<file path="config.mk">
export PLATFORM = sky130hd
export DESIGN_NAME = nmea_rmc_sentence_parser
export DESIGN_NICKNAME = d
export VERILOG_FILES = /design/src/sv/nrmc_pkg.sv /design/src/sv/nrmc_coord.sv /design/src/sv/nmea_rmc_sentence_parser.sv
export SDC_FILE = /design/constraint.sdc
export NUM_CORES = 1
export LEC_CHECK = 0
export ABC_AREA = 1
export BUFFER_PORTS_ARGS = -buffer_cell sky130_fd_sc_hd__buf_2
export CAP_MARGIN = 25
export CORE_MARGIN = 3
export CORE_UTILIZATION = 35
export CTS_BUF_LIST = sky130_fd_sc_hd__clkbuf_2
export CTS_CLUSTER_SIZE = 16
export DETAILED_ROUTE_END_ITERATION = 10
export SETUP_SLACK_MARGIN = 0.2
export SLEW_MARGIN = 10
export SYNTH_ARGS = -nofsm -noshare
export SYNTH_HDL_FRONTEND = slang
export SYNTH_HIERARCHICAL = 1
export SYNTH_SLANG_ARGS = --single-unit
</file>
<file path="constraint.sdc">
create_clock -name aclk -period 9.7 [get_ports aclk]
set_clock_uncertainty 0.15 [all_clocks]
set_input_delay 1.455 -clock aclk [delete_from_list [all_inputs] [get_ports aclk]]
set_output_delay 1.455 -clock aclk [all_outputs]
set_load 0.02 [all_outputs]
</file>
<file path="src/sv/nrmc_pkg.sv">
// Package: shared constants, types and helper functions for the RMC sentence parser.
`default_nettype none
package nrmc_pkg;

    localparam int DEF_LINE_CAPACITY   = 128;
    localparam int DEF_FRACTION_DIGITS = 6;

    localparam int BYTE_W   = 8;
    localparam int COORD_W  = 48;
    localparam int MAG_W    = 47;
    localparam int POW10_W  = 30;
    localparam int TERM_W   = POW10_W + 4;
    localparam int SUM_W    = MAG_W + 5;
    localparam int FIELD_W  = 4;
    localparam int CHARS_W  = 3;
    localparam int TD_CHARS = 6;

    localparam logic [MAG_W-1:0] COORD_MAX = {MAG_W{1'b1}};

    localparam logic [BYTE_W-1:0] CH_LF    = 8'h0A;
    localparam logic [BYTE_W-1:0] CH_CR    = 8'h0D;
    localparam logic [BYTE_W-1:0] CH_NUL   = 8'h00;
    localparam logic [BYTE_W-1:0] CH_COMMA = 8'h2C;
    localparam logic [BYTE_W-1:0] CH_MINUS = 8'h2D;
    localparam logic [BYTE_W-1:0] CH_POINT = 8'h2E;
    localparam logic [BYTE_W-1:0] CH_ZERO  = 8'h30;
    localparam logic [BYTE_W-1:0] CH_NINE  = 8'h39;
    localparam logic [BYTE_W-1:0] CH_A     = 8'h41;
    localparam logic [BYTE_W-1:0] CH_R     = 8'h52;
    localparam logic [BYTE_W-1:0] CH_M     = 8'h4D;
    localparam logic [BYTE_W-1:0] CH_C     = 8'h43;

    localparam int MIN_LINE_LEN = 6;
    localparam int TYPE_POS0    = 3;
    localparam int TYPE_POS1    = 4;
    localparam int TYPE_POS2    = 5;

    localparam logic [FIELD_W-1:0] FIELD_TIME    = 4'd1;
    localparam logic [FIELD_W-1:0] FIELD_STATUS  = 4'd2;
    localparam logic [FIELD_W-1:0] FIELD_LAT     = 4'd3;
    localparam logic [FIELD_W-1:0] FIELD_LAT_DIR = 4'd4;
    localparam logic [FIELD_W-1:0] FIELD_LON     = 4'd5;
    localparam logic [FIELD_W-1:0] FIELD_LON_DIR = 4'd6;
    localparam logic [FIELD_W-1:0] FIELD_DATE    = 4'd9;
    localparam logic [FIELD_W-1:0] FIELD_LAST    = 4'd10;

    typedef struct packed {
        logic clear;
        logic load;
        logic first;
    } coord_ctl_t;

    function automatic logic [POW10_W-1:0] pow10(input logic [3:0] n);
        logic [POW10_W-1:0] r;
        case (n)
            4'd0:    r = 30'd1;
            4'd1:    r = 30'd10;
            4'd2:    r = 30'd100;
            4'd3:    r = 30'd1000;
            4'd4:    r = 30'd10000;
            4'd5:    r = 30'd100000;
            4'd6:    r = 30'd1000000;
            4'd7:    r = 30'd10000000;
            4'd8:    r = 30'd100000000;
            4'd9:    r = 30'd1000000000;
            default: r = '0;
        endcase
        return r;
    endfunction

    // 10*(a-48)+(b-48) mod 256 equals 10*a+b-16 mod 256
    function automatic logic [BYTE_W-1:0] digit_pair(input logic [BYTE_W-1:0] a,
                                                     input logic [BYTE_W-1:0] b);
        logic [BYTE_W-1:0] r;
        r = {a[4:0], 3'b000} + {a[6:0], 1'b0} + b - 8'd16;
        return r;
    endfunction

endpackage
`default_nettype wire

</file>
<file path="src/sv/nrmc_coord.sv">
// Coordinate accumulator: builds a decimal value scaled by 10^FRACTION_DIGITS, saturating.
`default_nettype none
module nrmc_coord #(
    parameter int FRACTION_DIGITS = nrmc_pkg::DEF_FRACTION_DIGITS
) (
    input  wire logic                                aclk,
    input  wire logic                                aresetn,
    input  wire nrmc_pkg::coord_ctl_t                ctl,
    input  wire logic [nrmc_pkg::BYTE_W-1:0]         char_in,
    output logic signed [nrmc_pkg::COORD_W-1:0]      value
);
    import nrmc_pkg::*;

    localparam int FC_W = $clog2(FRACTION_DIGITS + 1);

    logic [MAG_W-1:0] mag_reg, mag_next;
    logic             neg_reg, neg_next;
    logic             point_reg, point_next;
    logic             stop_reg, stop_next;
    logic [FC_W-1:0]  fc_reg, fc_next;

    logic             is_digit;
    logic [3:0]       digit;
    logic [3:0]       pow_idx;
    logic [TERM_W-1:0] term;
    logic [SUM_W-1:0] sum;
    logic             frac_full;

    always_comb begin
        is_digit  = (char_in >= CH_ZERO) && (char_in <= CH_NINE);
        digit     = 4'(char_in - CH_ZERO);
        frac_full = (32'(fc_reg) >= FRACTION_DIGITS);
        if (point_reg) begin
            pow_idx = 4'(FRACTION_DIGITS) - 4'(fc_reg) - 4'd1;
        end else begin
            pow_idx = 4'(FRACTION_DIGITS);
        end
        term = TERM_W'(digit) * TERM_W'(pow10(pow_idx));
        if (point_reg) begin
            sum = SUM_W'(mag_reg) + SUM_W'(term);
        end else begin
            sum = {2'b00, mag_reg, 3'b000} + {4'b0000, mag_reg, 1'b0} + SUM_W'(term);
        end
    end

    always_comb begin
        mag_next   = mag_reg;
        neg_next   = neg_reg;
        point_next = point_reg;
        stop_next  = stop_reg;
        fc_next    = fc_reg;
        if (ctl.clear) begin
            mag_next   = '0;
            neg_next   = 1'b0;
            point_next = 1'b0;
            stop_next  = 1'b0;
            fc_next    = '0;
        end else if (ctl.load && !stop_reg) begin
            if (ctl.first && char_in == CH_MINUS) begin
                neg_next = 1'b1;
            end else if (char_in == CH_POINT) begin
                point_next = 1'b1;
            end else if (!is_digit) begin
                stop_next = 1'b1;
            end else if (!(point_reg && frac_full)) begin
                if (point_reg) begin
                    fc_next = fc_reg + FC_W'(1);
                end
                if (sum > SUM_W'(COORD_MAX)) begin
                    mag_next = COORD_MAX;
                end else begin
                    mag_next = sum[MAG_W-1:0];
                end
            end
        end
    end

    always_ff @(posedge aclk) begin
        if (!aresetn) begin
            mag_reg   <= '0;
            neg_reg   <= 1'b0;
            point_reg <= 1'b0;
            stop_reg  <= 1'b0;
            fc_reg    <= '0;
        end else begin
            mag_reg   <= mag_next;
            neg_reg   <= neg_next;
            point_reg <= point_next;
            stop_reg  <= stop_next;
            fc_reg    <= fc_next;
        end
    end

    always_comb begin
        if (neg_reg) begin
            value = -$signed({1'b0, mag_reg});
        end else begin
            value = $signed({1'b0, mag_reg});
        end
    end

endmodule
`default_nettype wire

</file>
<file path="src/sv/nmea_rmc_sentence_parser.sv">
// Top level: byte-wise NMEA RMC sentence parser with registered result output.
// Result: registered on m_* in the cycle after the CR or LF transaction that ends its line.
// Throughput: one byte per cycle; s_ready drops only while a result waits and m_ready is low.
// Each byte updates small running field registers; no line buffer is kept.
// Reset: synchronous, active low; clears parse state and the output valid.
`default_nettype none
module nmea_rmc_sentence_parser #(
    parameter int LINE_CAPACITY   = nrmc_pkg::DEF_LINE_CAPACITY,
    parameter int FRACTION_DIGITS = nrmc_pkg::DEF_FRACTION_DIGITS
) (
    input  wire logic                                 aclk,
    input  wire logic                                 aresetn,
    input  wire logic                                 s_valid,
    output logic                                      s_ready,
    input  wire logic [7:0]                           s_rx_data,
    output logic                                      m_valid,
    input  wire logic                                 m_ready,
    output logic [7:0]                                m_hour,
    output logic [7:0]                                m_minute,
    output logic [7:0]                                m_second,
    output logic                                      m_fix_valid,
    output logic signed [nrmc_pkg::COORD_W-1:0]       m_latitude_micro,
    output logic [7:0]                                m_latitude_dir,
    output logic signed [nrmc_pkg::COORD_W-1:0]       m_longitude_micro,
    output logic [7:0]                                m_longitude_dir,
    output logic [7:0]                                m_day,
    output logic [7:0]                                m_month,
    output logic [7:0]                                m_year
);
    import nrmc_pkg::*;

    localparam int POS_W = $clog2(LINE_CAPACITY);

    logic [POS_W-1:0]   pos_reg, pos_next;
    logic [FIELD_W-1:0] field_reg, field_next;
    logic [CHARS_W-1:0] chars_reg, chars_next;
    logic [2:0]         type_reg, type_next;
    logic               ended_reg, ended_next;
    logic               time_full_reg, time_full_next;
    logic               date_full_reg, date_full_next;
    logic               status_reg, status_next;
    logic [BYTE_W-1:0]  lat_dir_reg, lat_dir_next;
    logic [BYTE_W-1:0]  lon_dir_reg, lon_dir_next;
    logic [BYTE_W-1:0]  time_chars_reg [TD_CHARS];
    logic [BYTE_W-1:0]  time_chars_next [TD_CHARS];
    logic [BYTE_W-1:0]  date_chars_reg [TD_CHARS];
    logic [BYTE_W-1:0]  date_chars_next [TD_CHARS];
    logic               m_valid_reg, m_valid_next;

    logic               accept;
    logic               is_eol;
    logic               emit;
    logic               line_clear;
    logic               parse_char;
    logic               first_char;
    coord_ctl_t         lat_ctl, lon_ctl;
    logic signed [COORD_W-1:0] lat_value, lon_value;

    nrmc_coord #(
        .FRACTION_DIGITS(FRACTION_DIGITS)
    ) u_lat (
        .aclk   (aclk),
        .aresetn(aresetn),
        .ctl    (lat_ctl),
        .char_in(s_rx_data),
        .value  (lat_value)
    );

    nrmc_coord #(
        .FRACTION_DIGITS(FRACTION_DIGITS)
    ) u_lon (
        .aclk   (aclk),
        .aresetn(aresetn),
        .ctl    (lon_ctl),
        .char_in(s_rx_data),
        .value  (lon_value)
    );

    assign s_ready = !m_valid_reg || m_ready;
    assign m_valid = m_valid_reg;
    assign accept  = s_valid && s_ready;
    assign is_eol  = (s_rx_data == CH_LF) || (s_rx_data == CH_CR);
    assign emit    = accept && is_eol && (pos_reg > POS_W'(MIN_LINE_LEN)) && (&type_reg);

    always_comb begin
        pos_next       = pos_reg;
        field_next     = field_reg;
        chars_next     = chars_reg;
        type_next      = type_reg;
        ended_next     = ended_reg;
        time_full_next = time_full_reg;
        date_full_next = date_full_reg;
        status_next    = status_reg;
        lat_dir_next   = lat_dir_reg;
        lon_dir_next   = lon_dir_reg;
        time_chars_next = time_chars_reg;
        date_chars_next = date_chars_reg;
        line_clear     = 1'b0;
        parse_char     = 1'b0;
        first_char     = (chars_reg == '0);

        if (accept) begin
            if (is_eol || pos_reg == POS_W'(LINE_CAPACITY - 1)) begin
                line_clear = 1'b1;
                pos_next   = '0;
            end else begin
                pos_next = pos_reg + POS_W'(1);
                if (pos_reg == POS_W'(TYPE_POS0)) begin
                    type_next[0] = (s_rx_data == CH_R);
                end
                if (pos_reg == POS_W'(TYPE_POS1)) begin
                    type_next[1] = (s_rx_data == CH_M);
                end
                if (pos_reg == POS_W'(TYPE_POS2)) begin
                    type_next[2] = (s_rx_data == CH_C);
                end
                if (!ended_reg) begin
                    if (s_rx_data == CH_NUL) begin
                        ended_next = 1'b1;
                    end else if (s_rx_data == CH_COMMA) begin
                        chars_next = '0;
                        if (field_reg != FIELD_LAST) begin
                            field_next = field_reg + FIELD_W'(1);
                        end
                    end else begin
                        parse_char = 1'b1;
                        if (chars_reg < CHARS_W'(TD_CHARS)) begin
                            chars_next = chars_reg + CHARS_W'(1);
                        end
                        case (field_reg)
                            FIELD_TIME: begin
                                if (chars_reg < CHARS_W'(TD_CHARS)) begin
                                    time_chars_next[chars_reg] = s_rx_data;
                                end
                                if (chars_reg == CHARS_W'(TD_CHARS - 1)) begin
                                    time_full_next = 1'b1;
                                end
                            end
                            FIELD_STATUS: begin
                                if (first_char) begin
                                    status_next = (s_rx_data == CH_A);
                                end
                            end
                            FIELD_LAT_DIR: begin
                                if (first_char) begin
                                    lat_dir_next = s_rx_data;
                                end
                            end
                            FIELD_LON_DIR: begin
                                if (first_char) begin
                                    lon_dir_next = s_rx_data;
                                end
                            end
                            FIELD_DATE: begin
                                if (chars_reg < CHARS_W'(TD_CHARS)) begin
                                    date_chars_next[chars_reg] = s_rx_data;
                                end
                                if (chars_reg == CHARS_W'(TD_CHARS - 1)) begin
                                    date_full_next = 1'b1;
                                end
                            end
                            default: begin
                            end
                        endcase
                    end
                end
            end
        end

        if (line_clear) begin
            field_next     = '0;
            chars_next     = '0;
            type_next      = '0;
            ended_next     = 1'b0;
            time_full_next = 1'b0;
            date_full_next = 1'b0;
            status_next    = 1'b0;
            lat_dir_next   = '0;
            lon_dir_next   = '0;
        end

        lat_ctl.clear = line_clear;
        lat_ctl.load  = parse_char && (field_reg == FIELD_LAT);
        lat_ctl.first = first_char;
        lon_ctl.clear = line_clear;
        lon_ctl.load  = parse_char && (field_reg == FIELD_LON);
        lon_ctl.first = first_char;
    end

    always_comb begin
        m_valid_next = m_valid_reg;
        if (emit) begin
            m_valid_next = 1'b1;
        end else if (m_ready) begin
            m_valid_next = 1'b0;
        end
    end

    always_ff @(posedge aclk) begin
        if (!aresetn) begin
            pos_reg       <= '0;
            field_reg     <= '0;
            chars_reg     <= '0;
            type_reg      <= '0;
            ended_reg     <= 1'b0;
            time_full_reg <= 1'b0;
            date_full_reg <= 1'b0;
            status_reg    <= 1'b0;
            lat_dir_reg   <= '0;
            lon_dir_reg   <= '0;
            m_valid_reg   <= 1'b0;
        end else begin
            pos_reg       <= pos_next;
            field_reg     <= field_next;
            chars_reg     <= chars_next;
            type_reg      <= type_next;
            ended_reg     <= ended_next;
            time_full_reg <= time_full_next;
            date_full_reg <= date_full_next;
            status_reg    <= status_next;
            lat_dir_reg   <= lat_dir_next;
            lon_dir_reg   <= lon_dir_next;
            m_valid_reg   <= m_valid_next;
        end
    end

    always_ff @(posedge aclk) begin
        time_chars_reg <= time_chars_next;
        date_chars_reg <= date_chars_next;
    end

    always_ff @(posedge aclk) begin
        if (emit) begin
            if (time_full_reg) begin
                m_hour   <= digit_pair(time_chars_reg[0], time_chars_reg[1]);
                m_minute <= digit_pair(time_chars_reg[2], time_chars_reg[3]);
                m_second <= digit_pair(time_chars_reg[4], time_chars_reg[5]);
            end else begin
                m_hour   <= '0;
                m_minute <= '0;
                m_second <= '0;
            end
            if (date_full_reg) begin
                m_day   <= digit_pair(date_chars_reg[0], date_chars_reg[1]);
                m_month <= digit_pair(date_chars_reg[2], date_chars_reg[3]);
                m_year  <= digit_pair(date_chars_reg[4], date_chars_reg[5]);
            end else begin
                m_day   <= '0;
                m_month <= '0;
                m_year  <= '0;
            end
            m_fix_valid       <= status_reg;
            m_latitude_micro  <= lat_value;
            m_latitude_dir    <= lat_dir_reg;
            m_longitude_micro <= lon_value;
            m_longitude_dir   <= lon_dir_reg;
        end
    end

endmodule
`default_nettype wire

</file>
== Yosys cells after proc, flatten, opt, wreduce, memory -nomap -nowiden ==
Memories as Yosys holds them, arrays and structs flattened.
Index checks and enable logic that the tools add are counted.
Storage, ports and cells
  flip-flop bits (word level): 401
  memory bits (read-only): 960
  output and inout bits: 163
  memories kept: 2
Cells by class
  $add $sub $neg: 36
  multiply operators: 2
  order comparisons: 10
  equal/unequal tests: 22
  multiplexer cells: 26
  bitwise gates (word level): 11
  reduce and logical (&&, ||, !) cells: 48
Memory list
  (name not given): depth 16, bits a word 30, read ports 1, clocked after memory_dff 0, wr ports 0, RTL line nrmc_pkg.sv:55  | case (n)
  (name not given): depth 16, bits a word 30, read ports 1, clocked after memory_dff 0, wr ports 0, RTL line nrmc_pkg.sv:55
Operator list (number)
  two-way mux 47 bit: 4
  adder 52 x 34 -> 52 bit: 2
  greater-than comparator 52 x 47 -> 1 bit (second input constant): 2
  two-way mux 52 bit: 2
  adder 50 x 48 -> 51 bit: 2
  adder 47 x 34 -> 48 bit: 2
  adder 8 bit: 12
  bitwise mux 48 bit: 2
  negation 47 -> 48 bit: 2
  multiplier 4 x 30 -> 34 bit: 2
  AND reduction 7 bit: 7
  subtractor 8 x 5 -> 8 bit (second input constant): 6
  == test 8 x 7 -> 1 bit (second input constant): 4
  demux 8 bit (select 3 bit): 1
  == test 8 x 6 -> 1 bit (second input constant): 3
  AND reduction 3 bit: 6
  AND reduction 6 bit: 3
  == test 8 x 4 -> 1 bit (second input constant): 2
  AND reduction 5 bit: 3
  == test 7 x 3 -> 1 bit (second input constant): 2
  logical AND 1 bit: 13
  == test 4 x 3 -> 1 bit (second input constant): 3
  subtractor 4 x 1 -> 4 bit (second input constant): 3
  two-way mux 1 bit: 11
  other kinds (32): 56

== Logic depth before layout (Yosys ltp) ==
Gate-level depths: netlist of the first run.
  word-level depth: 9
  depth in mapped cells: 46
  depth with buffers taken out: 43

== By module ==
Netlist of the first run, hierarchy kept.
By module, submodules not included
  nrmc_coord (u_lon): times used 1, cells each 2902, area an instance 16156.7 sq um, seq. area each 1061.0 sq um
  nrmc_coord (u_lat): times used 1, cells each 2822, area an instance 15925.3 sq um, seq. area each 1061.0 sq um
  nmea_rmc_sentence_parser: times used 1, cells each 962, area an instance 12430.7 sq um, seq. area each 8298.0 sq um

== Worst setup path before layout of the first run ==
OpenSTA, ideal clock, no wires.
  path kind: in2reg
  from: in s_rx_data[3]
  to: reg u_lon.mag_reg[28]
  arrival: 6.980 ns
  path slack: 2.448 ns
  stages on the path: 33
  buffers on the path: 4
  cells stage by stage: inv_1 clkbuf_1 clkbuf_1 nor2_1 fa_1 inv_1 fa_1 inv_1 ha_1 a21oi_1 o21ai_0 a21oi_1 o21ai_0 a21oi_1 o21ai_0 xor2_1 fa_1 ha_1 nand2_1 nor2_1 nand2_1 inv_1 nand2_1 nor2_1 nand2_1 nand3_1 nand2_1 nand3_1 nand3_1 nor2_2 buf_6 buf_6 a21oi_2
Between the ends
  cells in the longest elaborated chain, start to end: 9
RTL lines
  from (decl): RTL line nmea_rmc_sentence_parser.sv:15  | input wire logic [7:0] s_rx_data,
  parallel branches: the longest is 9 deep, another holds adder 52 x 34 -> 52 bit
  to (signal assigned): RTL line nrmc_coord.sv:86  | mag_reg <= mag_next;
  to (decl): RTL line nrmc_coord.sv:16  | logic [MAG_W-1:0] mag_reg, mag_next;
Several ways; the timed one is not identified.
A chain may end at the register's enable or synchronous reset.

== Worst setup path after layout of the first run ==
  from: reg u_lon.fc_reg[1]
  to: reg u_lon.mag_reg[7]
Between the ends
  cells in the longest elaborated chain, start to end: 9
RTL lines
  from (decl): RTL line nrmc_coord.sv:20  | logic [FC_W-1:0] fc_reg, fc_next;
  from (signal assigned): RTL line nrmc_coord.sv:90  | fc_reg <= fc_next;
  subtractor 3 x 3 -> 4 bit: RTL line nrmc_coord.sv:34  | pow_idx = 4'(FRACTION_DIGITS) - 4'(fc_reg) - 4'd1;
  subtractor 4 x 1 -> 4 bit: RTL line nrmc_coord.sv:34
  two-way mux 4 bit: RTL line nrmc_coord.sv:33  | if (point_reg) begin
  memory (16 x 30 bit)
  multiplier 4 x 30 -> 34 bit: RTL line nrmc_coord.sv:38  | term = TERM_W'(digit) * TERM_W'(pow10(pow_idx));
  adder 52 x 34 -> 52 bit or adder 47 x 34 -> 48 bit (tied branches): RTL line nrmc_coord.sv:42, nrmc_coord.sv:40
  two-way mux 52 bit: RTL line nrmc_coord.sv:39  | if (point_reg) begin
  greater-than comparator 52 x 47 -> 1 bit: RTL line nrmc_coord.sv:69  | if (sum > SUM_W'(COORD_MAX)) begin
  two-way mux 47 bit: RTL line nrmc_coord.sv:69
Several ways; a longest one is shown, not always the timed one.

==> results.cfg, run 1 <==
[outcome]
outcome = finished clean

[grt]
gr-total-overflow = 0
gr-usage-met2_pct = 37.9
top_usage_layer = met2
track_usage_pct = 23.0
grt_max_degree = 93
grt_pass1_vias = 41695
grt_pass1_wl_mm = 236
gr-usage-met3_pct = 2.75
use_met1_pct = 31.3
antenna_found_initial = 6

[worst_setup_path]
critPathSlowestCell = fa_1
crit_top_cell = inv_1
critPathCaptureType = flop
required_ns = 10.76
worstPathArrival_ns = 9.32
critPathMaxFanout = 47
cp-start-kind = flop
critPathMaxStageDelay_ns = 0.54
criticalPathCategory = reg2reg

[yosys]
synth_cell_types = 62
synth_area_um2 = 44500
ys_dominant_reg_cell = edfxtp_1
seq_area_frac_synth_pct = 23.4
synthTopCellsByCount = nand2_1 (1,749), inv_1 (1,291), nor2_1 (794), nand3_1 (407), a21oi_1 (400)
ys.warnings.count = 6
avgSynthCellArea_um2 = 6.66
synth_area_leader_cell = edfxtp_1
yosysTopAreaCellShare_pct = 16.9
yosysMostFrequentCell = nand2_1
synthTopCellsByArea = edfxtp_1 (17%), nand2_1 (15%), inv_1 (11%)
synthArstFlopShare_pct = 0
syn-num-nets = 7263
synth.ff_latch_count = 395
synth_edf_count = 251
syn_inst = 6686

[route]
vias_per_cell = 5.00
dr.first_iter.drc_count = 3287
firstDrtPassIters = 8
drc_errors = 0
via_count = 43158
routed_wl_mm = 153
ant_nets = 0
wl_per_cell_um = 17.8

[clock_tree]
root_buffer = clkbuf_2
cts_tree = built
cts_buffer_depth = 3
ctsHtreeMaxLevel = 3
insertion_delay_ns = 1.41
cts_num_sinks = 395
cts_made_buffers = 106
cts_setup_buffers = 0
cts.clk_slew.worst_paths_ns = 0.11

[sta]
setup_ws_ns = 1.43
setup_violations = 0
maxSlewViolCount = 0
fin_tns_setup_ns = 0
maxSlewHeadroom_pct = 39.0
period_share_pct = 85.2
worst_pin_slew_ns = 0.914
max_freq_mhz = 121
min_period_ns = 8.27
hold_viol = 0
rsz0062_at_grt = false

[die]
die_w_um = 363
fp-row-count = 130
die-area_um2 = 131000
coreArea_um2 = 126000
ios = 175
start_util_pct = 35.4
die_h_um = 363

[layout]
regArea_um2 = 10400
fill_cells = 13743
drive_above_1_share_pct = 8.06
layout.nets = 7455
design_area_um2 = 48200
multi_input_area_um2 = 28600
area_growth_pct = 8.37
reg_top3 = m_latitude_micro (48), m_longitude_micro (48)

[placement]
place_ws_ns = 0.877
place_congestion = 0.976
place_area_um2 = 47100
dp_hpwl_mm = 127
port-buffer-count = 174

[power]
fin_total_pwr_mw = 3.72
powerDensity_nw_per_um2 = 77.1
max-vdd-ir-drop_uv = 72.8
leakagePower_nw = 25.3

[run]
maxCapViolations = 0

[min_path]
min_path_type = in2reg
==> layout make-up <==
cell class              count  share of cell area [%]
multi-input cells        4843                    59.2
clock buffers             159                    1.65
clock inverters            40                   0.508
repair buffers            202                    2.38
inverters                1330                    10.4
well taps                1650                    4.28
diodes                      5                  0.0259
flip-flops and latches    395                    21.6
==> logic make-up (layout without fill, tap and decap cells) <==
| family | Yosys count | in the layout | share of synthesized area [%] |
|---|---|---|---|
| and+or+nand+nor | 3236 | 3236 | 30.2 |
| buffers and inverters | 1448 | 1731 | 12.5 |
| AOI/OAI and AO/OA | 846 | 846 | 10.6 |
| adders and majority gates | 565 | 565 | 19.4 |
| DFF | 395 | 395 | 23.4 |
| xor gates and xnor gates | 196 | 196 | 3.86 |
| other | 0 | 5 | 0 |
==> path summary, 6_finish.rpt <==
kind | endpoint | start | slack [ns] | cells after the start
max | u_lon/mag_reg[7] | u_lon/fc_reg[1] | 1.43 | 31
min | m_valid | m_ready | 0.25 | 4
max reg2reg | u_lon/mag_reg[7] | u_lon/fc_reg[1] | 1.43 | 31
min reg2reg | m_fix_valid | status_reg | 0.28 | 0
==> critical path: cells and delay by family (launching register included) <==
kind	cells	cell delay [ns]
xor+xnor	1	0.48
flops	1	0.36
simple gates	9	1.48
fa+ha+maj	6	2.59
compound gates	9	1.87
buf+inv	6	1.09
==> per-layer routing <==
metal  part of all wire [%]  vias up
met5                  0.017        -
met4                    3.0        4
met3                    6.1      229
met2                     45     1369
met1                     45    20089
li1                       -    21467
==> power by group <==
part | switching [mW] | internal [mW]
clock | 0.797 | 0.488
combinational | 0.462 | 0.196
sequential | 0.00201 | 1.77
total | 1.26 | 2.46
==> timing repair <==
action	4_1_cts	5_1_grt
gates resized for setup	0	0
hold endpoints to repair	1	0
setup endpoints to repair	0	0
hold buffers	1	0
==> per-stage QoR <==
step	hold WS, ns	utilization (%)	std cells
global placement	0.271	37.4	8416
detailed placement	0.264	37.4	8417
floorplan	0.259	-	6686
finish	0.251	38.3	8624
global route	0.109	38.3	8624
CTS	0.0446	38.3	8617
==> placed cells by master, fill, tap and decap left out, types with 11 or more instances in the layout <==
cell type,netlist,final
a21oi_2,42,42
clkbuf_2,2,159
o21ai_0,283,283
buf_2,12,174
nor4_1,20,20
a21o_1,32,32
nor2_2,29,26
o21bai_1,25,25
nand3b_1,29,29
nand2_2,17,17
nand3_1,407,407
ha_1,359,359
nor2_4,6,11
a21oi_1,400,400
dfxtp_1,144,142
nand4_1,54,54
nor3_1,70,70
nand2_1,1749,1749
inv_2,38,38
xor2_1,118,118
clkinv_1,1,27
edfxtp_1,251,251
fa_1,206,206
inv_1,1291,1290
buf_4,5,23
xnor2_1,78,78
nor2_1,794,792
and2_1,13,13
or2_2,24,24
No activity file was read; power rests on OpenSTA's default activity.
==> run 2, diff against run 1 <==
CTS_BUF_LIST = not set   (was sky130_fd_sc_hd__clkbuf_2)
==> results.cfg, run 2 (synthesized netlist as in run 1, its figures left out) <==
[outcome]
outcome = finished clean

[grt]
antenna_found_initial = 3
grt_max_degree = 93
gr-total-overflow = 0
track_usage_pct = 22.8
grt_pass1_vias = 41205
grt_pass1_wl_mm = 235

[power]
powerDensity_nw_per_um2 = 90.7
p_int_mw = 3.16
comb_power_share_pct = 14.8
p_sw_mw = 1.28
power_frac_seq_pct = 40.0
fin_total_pwr_mw = 4.44
switching_share_pct = 28.7
leakagePower_nw = 25.3
max-vdd-ir-drop_uv = 129
p_clk_share_pct = 45.1

[layout]
reg_top3 = m_latitude_micro (48), m_longitude_micro (48)
final_cell_mix = nand2_1 (1,749), inv_1 (1,290), nor2_1 (792)
drive_above_1_share_pct = 6.81
diodes = 0
final_util_pct = 38.8
layout_commonest_cell = nand2_1
layout.nets = 7396
area_growth_pct = 9.86

[route]
firstDrtPassIters = 5
via_count = 42763
routed_wl_mm = 153
vias_per_cell = 5.03
wl_per_cell_um = 18.0
drc_errors = 0
ant_nets = 0
dr.first_iter.drc_count = 3408

[placement]
place_ws_ns = 0.877
port-buffer-count = 174
place_congestion = 0.976
dp_hpwl_mm = 127

[die]
start_util_pct = 35.4
fp-row-count = 130
coreArea_um2 = 126000
ios = 175
die_w_um = 363
die-area_um2 = 131000
die_h_um = 363

[clock_tree]
cts_setup_buffers = 0
cts_num_sinks = 395
root_buffer = clkbuf_16
cts_made_buffers = 48
insertion_delay_ns = 0.65
cts_resized = 0
cts_hold_buf = 0
ctsHtreeMaxLevel = 2
cts.clk_slew.worst_paths_ns = 0.06
cts_buffer_depth = 3
cts_tree = built

[worst_setup_path]
critPathCaptureType = flop
critPathSlowestCell = inv_1
cp-start-kind = primary input
crit_top_cell = nand2_1
criticalPathCategory = in2reg
worstPathArrival_ns = 8.60
critPathMaxStageDelay_ns = 0.63
required_ns = 10.04
critPathMaxFanout = 47

[sta]
max_freq_mhz = 121
rsz0062_at_grt = false
min_period_ns = 8.26
hold_viol = 0
fin_tns_setup_ns = 0
period_share_pct = 85.1
maxSlewViolCount = 0
worst_pin_slew_ns = 0.968
maxSlewHeadroom_pct = 35.4
setup_violations = 0
setup_ws_ns = 1.44

[run]
maxCapViolations = 0

[min_path]
min_path_type = reg2reg
[run 2: path summary, 6_finish.rpt]
| check | start | end | slack, ns | cells after the start |
|---|---|---|---|---|
| worst max register to register | u_lon/fc_reg[1] | u_lon/mag_reg[3] | 1.46 | 31 |
| worst min-delay path | lon_dir_reg[4] | m_longitude_dir[4] | 0.28 | 0 |
| worst min register to register | lon_dir_reg[4] | m_longitude_dir[4] | 0.28 | 0 |
| worst max-delay path | s_rx_data[3] | u_lon/mag_reg[3] | 1.44 | 35 |
[run 2: through the flow]
step | area (um^2) | hold slack, ns | instances
2_1_floorplan | 44500 | 0.259 | 6686
3_3_place_gp | 47100 | 0.271 | 8416
3_5_place_dp | 47100 | 0.264 | 8417
4_1_cts | 48900 | 0.278 | 8507
5_1_grt | 48900 | 0.294 | 8509
6_report | 48900 | 0.284 | 8509
[run 2: worst max-delay path, delay by kind of cell]
kind	cells	cell delay (ns)
AO/OA/AOI/OAI	3	0.55
XOR/XNOR	1	0.42
adder cells (fa/ha/maj)	5	2.38
AND/OR/NAND/NOR	19	2.13
buffers and inverters	7	1.59
[run 2: layer usage]
layer	GRT usage, %	wire length [um]	up-vias
li1	-	-	21281
met1	31.5	70100	19941
met2	37.8	69400	1315
met3	2.36	8780	222
met4	6.84	4840	4
met5	0	26	-
[run 2: cell type report]
cell class                      count  area, um^2
Clock buffer                       56        1230
Inverter                         1330        5000
Clock inverter                     34         494
Timing Repair Buffer              201        1140
Sequential cell                   395       10400
Fill cell                       13545       77000
Multi-Input combinational cell   4843       28600
Tap cell                         1650        2060
[run 2: power groups by stage]
| stage | combinational (mW) | clock, mW | sequential [mW] |
|---|---|---|---|
| final | 0.658 | 2.00 | 1.78 |
| after global routing | 0.740 | 2.12 | 1.78 |
| after CTS | 0.647 | 2.06 | 1.78 |
| after detailed placement | 0.642 | 0 | 1.81 |
| after global placement | 0.641 | 0 | 1.81 |
| after floorplan | 0.449 | 0 | 1.81 |
